## src/hdl/csc_pkg.sv

```systemverilog
// Crystal stability checker: shared types, field widths and codes.
// No dependencies; imported by the interfaces and every module.
package csc_pkg;

   // Fixed field widths of the transaction payloads
   localparam int COUNT_W   = 32;
   localparam int TOL_W     = 16;
   localparam int MIN_W     = 8;
   localparam int SAMPLE_W  = 8;
   localparam int RUN_W     = 9;
   localparam int VERDICT_W = 2;

   // Q15 scaling of the tolerance
   localparam int Q15_SHIFT = 15;

   // Configuration port
   localparam int CSR_IDX_W  = 2;
   localparam int CSR_DATA_W = 16;
   localparam logic [CSR_IDX_W-1:0] CSR_TOLERANCE  = 2'd0;
   localparam logic [CSR_IDX_W-1:0] CSR_MIN_RUN    = 2'd1;
   localparam logic [CSR_IDX_W-1:0] CSR_MAX_SAMPLE = 2'd2;

   localparam logic [MIN_W-1:0]    MIN_RUN_RESET    = 8'd0;
   localparam logic [TOL_W-1:0]    TOLERANCE_RESET  = 16'd0;
   localparam logic [SAMPLE_W-1:0] MAX_SAMPLE_RESET = 8'd255;

   // Verdict codes
   localparam logic [VERDICT_W-1:0] VERDICT_MEASURING = 2'd0;
   localparam logic [VERDICT_W-1:0] VERDICT_STABLE    = 2'd1;
   localparam logic [VERDICT_W-1:0] VERDICT_TIMEOUT   = 2'd2;

   // Saturation limits
   localparam logic [RUN_W-1:0]    RUN_MAX    = '1;
   localparam logic [SAMPLE_W-1:0] SAMPLE_MAX = '1;

   typedef struct packed {
      logic [TOL_W-1:0]    tolerance_q15;
      logic [MIN_W-1:0]    min_stable_run;
      logic [SAMPLE_W-1:0] max_samples;
   } cfg_type;

   typedef struct packed {
      logic [VERDICT_W-1:0] verdict;
      logic [RUN_W-1:0]     run_length;
      logic [COUNT_W-1:0]   measured_period;
   } result_type;

endpackage

```

## src/hdl/csc_core.sv

```systemverilog
// Measurement state and per-sample update: period, tolerance check, run and verdict.
// Depends on csc_pkg.
module csc_core import csc_pkg::*; #(
   parameter int TIMER_BITS = 32
) (
   input  logic                  clock,
   input  logic                  reset,
   input  cfg_type               cfg,
   input  logic                  step,
   input  logic [TIMER_BITS-1:0] count,
   output result_type            res
);

   localparam int PROD_W = TIMER_BITS + TOL_W;
   localparam int LIM_W  = PROD_W - Q15_SHIFT;

   logic [TIMER_BITS-1:0] prev_ff, prev_in;
   logic [TIMER_BITS-1:0] ref_ff, ref_in;
   logic [RUN_W-1:0]      run_ff, run_in;
   logic [SAMPLE_W-1:0]   samples_ff, samples_in;
   logic [VERDICT_W-1:0]  verdict_ff, verdict_in;

   logic [TIMER_BITS-1:0] period;
   logic [TIMER_BITS-1:0] diff;
   logic [PROD_W-1:0]     product;
   logic [LIM_W-1:0]      limit;
   logic                  in_tol;
   logic                  grow;

   // Period, deviation from the known period and allowed deviation
   assign period  = count - prev_ff;
   assign diff    = (ref_ff >= period) ? (ref_ff - period) : (period - ref_ff);
   assign product = PROD_W'(cfg.tolerance_q15) * PROD_W'(ref_ff);
   assign limit   = product[PROD_W-1:Q15_SHIFT];
   assign in_tol  = LIM_W'(diff) <= limit;

   // Next state for one sample
   always_comb begin
      prev_in    = prev_ff;
      ref_in     = ref_ff;
      run_in     = run_ff;
      samples_in = samples_ff;
      verdict_in = verdict_ff;
      grow       = 1'b0;
      if (verdict_ff == VERDICT_MEASURING) begin
         prev_in = count;
         if (samples_ff != SAMPLE_MAX) begin
            samples_in = samples_ff + 1'b1;
         end
         if (run_ff == '0) begin
            ref_in = period;
            run_in = RUN_W'(1);
         end else if (in_tol) begin
            grow = 1'b1;
            if (run_ff != RUN_MAX) begin
               run_in = run_ff + 1'b1;
            end
         end else begin
            run_in = '0;
         end
         // growth check first, then the sample budget
         if (grow && (run_in >= RUN_W'(cfg.min_stable_run))) begin
            verdict_in = VERDICT_STABLE;
         end else if (samples_in >= cfg.max_samples) begin
            verdict_in = (run_in >= RUN_W'(cfg.min_stable_run)) ? VERDICT_STABLE
                                                                 : VERDICT_TIMEOUT;
         end
      end
   end

   // Result of this sample; period reads zero once the verdict is frozen
   always_comb begin
      res.verdict    = verdict_in;
      res.run_length = run_in;
      if (verdict_ff == VERDICT_MEASURING) begin
         res.measured_period = COUNT_W'(period);
      end else begin
         res.measured_period = '0;
      end
   end

   // State registers
   always_ff @(posedge clock) begin
      if (reset) begin
         prev_ff    <= '0;
         ref_ff     <= '0;
         run_ff     <= '0;
         samples_ff <= '0;
         verdict_ff <= VERDICT_MEASURING;
      end else if (step) begin
         prev_ff    <= prev_in;
         ref_ff     <= ref_in;
         run_ff     <= run_in;
         samples_ff <= samples_in;
         verdict_ff <= verdict_in;
      end
   end

   // Once decided, the verdict never changes until reset
   a_verdict_sticky: assert property (@(posedge clock) disable iff (reset)
      (verdict_ff != VERDICT_MEASURING) |=> (verdict_ff == $past(verdict_ff)))
      else $error("verdict changed after being decided");

   // A run can never be longer than the number of samples seen
   a_run_bounded: assert property (@(posedge clock) disable iff (reset)
      RUN_W'(samples_ff) >= run_ff)
      else $error("run length exceeds sample count");

   // No sample means no state change
   a_idle_holds: assert property (@(posedge clock) disable iff (reset)
      !step |=> ($stable(run_ff) && $stable(samples_ff) && $stable(prev_ff)))
      else $error("state moved without a sample");

   // A full sample count always comes with a decided verdict
   a_budget: assert property (@(posedge clock) disable iff (reset)
      (samples_ff == SAMPLE_MAX) |-> (verdict_ff != VERDICT_MEASURING))
      else $error("still measuring with the sample count full");

endmodule

```

## config.mk

```make
export PLATFORM = sky130hd
export DESIGN_NAME = csc_core
export DESIGN_NICKNAME = d
export VERILOG_FILES = /design/src/hdl/csc_pkg.sv /design/src/hdl/csc_core.sv
export SDC_FILE = /design/constraint.sdc
export NUM_CORES = 2
export LEC_CHECK = 0
export ABC_AREA = 1
export BUFFER_PORTS_ARGS = -buffer_cell sky130_fd_sc_hd__buf_2
export CORE_UTILIZATION = 31
export CTS_CLUSTER_DIAMETER = 150
export DETAILED_ROUTE_END_ITERATION = 10
export SYNTH_ARGS = -nofsm -noshare
export SYNTH_HDL_FRONTEND = slang
export SYNTH_SLANG_ARGS = --single-unit
```

## constraint.sdc

```tcl
create_clock -name clock -period 10.8 [get_ports clock]
set_input_delay 1.08 -clock clock [delete_from_list [all_inputs] [get_ports clock]]
set_output_delay 1.08 -clock clock [all_outputs]
set_load 0.05 [all_outputs]
```

Yosys cells after proc, flatten, opt, wreduce, memory -nomap -nowiden
Index checks and enable logic that the tools add are counted.
{"block": "totals", "word_cells": 38, "register_bits": 83, "output_inout_bits": 43}
{"block": "op_classes", "addsub": 5, "eq_ne": 2, "multipliers": 1, "mux": 16, "reduce_logical": 5, "n_lt_le_gt_ge": 4}
{"op": "subtractor 32 bit", "n": 3}
{"op": "2-to-1 mux 32 bit", "n": 2}
{"op": "multiplier 16 x 32 -> 48 bit", "n": 1}
{"op": "2-to-1 mux 9 bit", "n": 5}
{"op": "<= comparator 32 x 33 -> 1 bit", "n": 1}
{"op": "greater-or-equal comparator 32 bit", "n": 1}
{"op": "2-to-1 mux 8 bit", "n": 2}
{"op": "adder 9 x 1 -> 9 bit, second input constant", "n": 1}
{"op": "greater-or-equal comparator 9 x 8 -> 1 bit", "n": 1}
{"op": "zero test 9 bit", "n": 1}
{"op": "!= test 9 bit, second input constant", "n": 1}
{"op": "adder 8 x 1 -> 8 bit, second input constant", "n": 1}
{"op": "greater-or-equal comparator 8 bit", "n": 1}
{"op": "2-to-1 mux 2 bit", "n": 4}
{"op": "!= test 8 bit, second input constant", "n": 1}
{"op": "2-to-1 mux 1 bit", "n": 3}
{"op": "AND reduction 3 bit", "n": 1}
{"op": "zero test 2 bit", "n": 1}
{"op": "AND reduction 2 bit", "n": 1}
{"op": "logical AND 1 bit", "n": 1}

Depth between registers and ports, before layout
{"block": "depth", "ltp_word": 12, "mapped_depth": 69, "depth_no_buf": 67}

Worst setup path after synthesis
OpenSTA, ideal clock, no wires.
{"block": "synth_path", "path_kind": "in2out", "from": "input cfg[23] (netlist name)", "to": "output res[42] (netlist name)", "slack_ps": 271, "t_required_ps": 9720, "cell_stages": 50, "t_arrival_ps": 9449, "cell_sequence": "clkbuf_1 > nand2_1 > fa_1 > inv_1 > fa_1 > inv_1 > fa_1 > inv_1 > fa_1 > inv_1 > fa_1 > fa_1 > inv_1 > ha_1 > a21oi_1 > o21ai_0 > a21oi_1 > nand2_1 > [... 14 more ...] > nand2_1 > nand2_1 > nand2_1 > nand2_2 > nand2_1 > inv_1 > nand2_1 > inv_1 > ha_1 > a21oi_1 > o221ai_1 > nand3_1 > nand2_1 > a21o_1 > or2_2 > o211ai_1 > nand3_1 > o21ai_1"}
{"element": "from (decl)", "line_no": "csc_core.sv:8", "text": "input cfg_type cfg,"}
{"element": "to (decl)", "line_no": "csc_core.sv:11", "text": "output result_type res"}

==> flow_summary.json <==
{
  "tightest_slew_ns": 1.14,
  "syn_area_sq_mm": 0.0263,
  "yosysWarnings": 0,
  "core.rowCount": 106,
  "syn_avg_cell_area_sq_um": 7.11,
  "end_kind": "output pin",
  "grt_pass1_wl_um": 127000,
  "drtPass1Iterations": 5,
  "crit_type": "in2out",
  "drc": 0,
  "placed_area_sq_mm": 0.0297,
  "postLayoutCellArea_sq_mm": 0.0312,
  "setup_viol": 0,
  "wl_um": 79600,
  "cts_tree": "yes",
  "viasPerCell": 4.70,
  "diodes": 0,
  "yosys.cell_types.count": 54,
  "min_path_cells": 2,
  "startpoint_type": "input port",
  "fin_setup_tns_ns": 0,
  "fin_crit_ns": 10.60,
  "yosys_most_used_dff": "dfxtp_1",
  "synth_seq_cells": 83,
  "worstSetupStartpoint": "cfg[17]",
  "initial_core_util_pct": 31.4,
  "cts-root-buf": "clkbuf_16",
  "antenna_left": 0,
  "hpwl_um": 68600,
  "rsz0062_at_grt": "yes",
  "clkLatencyLatePin_ns": 0.36,
  "seq_area_frac_synth_pct": 6.32,
  "rr_worst_depth": 52,
  "first_global_vias": 24000,
  "reg2reg_from": "ref_ff[12]",
  "timing.hold.ws_ns": 0.458,
  "grt_max_degree": 78,
  "min-delay-start": "prev_ff[13]",
  "grt-ovfl-total": 0,
  "die_y_um": 293,
  "cts_buffers": 9,
  "fillCellCount": 9015,
  "synthTopCellsByArea": "fa_1, inv_1, ha_1, nand2_1, dfxtp_1",
  "arrival_ns": 9.52,
  "grt_usage_pct": 18.4,
  "drive_gt1_share_pct": 14.9,
  "status": "finished, final reports clean",
  "clk_transition_reported_paths_ns": 0.07,
  "core_area_sq_mm": 0.0838,
  "dr_total_vias": 23900,
  "cts.sinks": 83,
  "postSynthCellCount": 3701,
  "synthArstFlopShare_pct": 0,
  "slowest_stage": "fa_1",
  "cts_max_path_buffers": 2,
  "finClkSkew_ns": 0.00794,
  "dieArea_sq_mm": 0.0860,
  "crit_required_ns": 9.72,
  "drtIter0Drc": 1368,
  "hold_path_class": "reg2reg",
  "syn_nets": 4450,
  "hold_viol": 0,
  "cap_violations": 0,
  "synth_most_common_cell": "inv_1",
  "synthTopCellsByCount": "inv_1, nand2_1, fa_1",
  "nNetsFinal": 4692,
  "min_period_over_period_pct": 98.2,
  "cpPeakStageDelay_ns": 0.60,
  "synth_edf_count": 0,
  "cp_max_fo": 9,
  "max_freq_mhz": 94.3,
  "syn_to_final_growth_pct": 18.4,
  "yosysTopAreaCell": "fa_1",
  "port_buffers": 109,
  "synthDominantCellAreaShare_pct": 32.0,
  "cts-htree-levels": 3,
  "antenna_found_initial": 2,
  "ios": 110,
  "cp_common_cell": "nand2_1",
  "relSlewSlack_pct": 23.3,
  "routabilityCongestion": 0.944,
  "fp.dieW_um": 293,
  "finalMaxSlewViolations": 0,
  "wl_per_cell_um": 15.7
}
[routing by layer]
metal	vias to the layer above	GRT usage, %	routed length, um
met4	2	3.86	1600
met3	98	1.72	3790
met2	581	30.7	37100
met5	-	0	8
met1	11600	25.9	37100
li1	11600	-	-
[state kept, by name, summed over array words and instances, names as in the netlist]
register and cells:
ref_ff 32, verdict_ff 2, samples_ff 8, prev_ff 32, run_ff 9
[kinds of logic after synthesis]
kind of cell / count (synthesis) / share of synthesized area, %
and+or+nand+nor: 1109 / 16.8
DFF: 83 / 6.32
muxes: 4 / 0.152
buffers and inverters: 1091 / 15.7
adders and majority gates: 682 / 44.4
AOI/OAI and AO/OA: 635 / 13.4
xor gates and xnor gates: 97 / 3.26
[final timing paths]
kind              endpoint  slack [ns]
max                res[42]        0.20
min            prev_ff[13]        0.46
max reg2reg  verdict_ff[0]        1.70
min reg2reg    prev_ff[13]        0.46
[worst max-delay path, delay by kind of cell]
| family | cells | cell delay (ns) |
|---|---|---|
| xor gates and xnor gates | 1 | 0.12 |
| buffers and inverters | 12 | 1.19 |
| adders and majority gates | 9 | 3.89 |
| AOI/OAI and AO/OA | 11 | 1.45 |
| and+or+nand+nor | 21 | 1.76 |
[cell usage in the layout, fill, tap and decap left out, types with 21 or more instances in the layout]
master / synthesis / layout
inv_2: 5 / 28
nand3_1: 41 / 39
o21a_1: 21 / 21
a21oi_2: 4 / 28
xor2_1: 51 / 50
fa_1: 420 / 409
nor2_1: 168 / 159
buf_2: 6 / 92
buf_6: 3 / 23
o21ai_0: 197 / 186
nand2_1: 821 / 797
nand2_2: 9 / 27
ha_1: 262 / 238
dfxtp_1: 83 / 77
xnor2_1: 45 / 44
buf_4: 0 / 237
ha_4: 0 / 22
nor3_1: 25 / 21
inv_1: 938 / 914
a21oi_1: 318 / 288
[metrics by stage]
| step | setup WS (ns) | util [%] | cells |
|---|---|---|---|
| after floorplan | 0.271 | - | 3701 |
| after global placement | -0.390 | 35.4 | 5046 |
| after detailed placement | -0.353 | 35.4 | 5046 |
| after CTS | 0.000328 | 36.1 | 5064 |
| after global routing | -0.297 | 37.2 | 5082 |
| final | 0.195 | 37.2 | 5082 |
[final cells by class]
type | instances | area (sq um) | area share [%]
clock buffers | 10 | 239 | 0.767
clock inverters | 6 | 47.5 | 0.153
inverters | 944 | 3540 | 11.4
multi-input cells | 2527 | 21200 | 68.1
flip-flops and latches | 83 | 1670 | 5.36
well taps | 1134 | 1420 | 4.55
repair buffers | 378 | 3010 | 9.66
[repair_timing]
action	4_1_cts	5_1_grt
buffers inserted	2	13
hold endpoints to repair	0	0
hold buffers	0	0
gates resized for setup	75	167
pin swaps	16	61
cloned	0	5
setup endpoints to repair	2	2
Power is left out: the tool's default activity adds up to more than one toggle a clock period on the data nets, which glitch-free logic cannot reach.
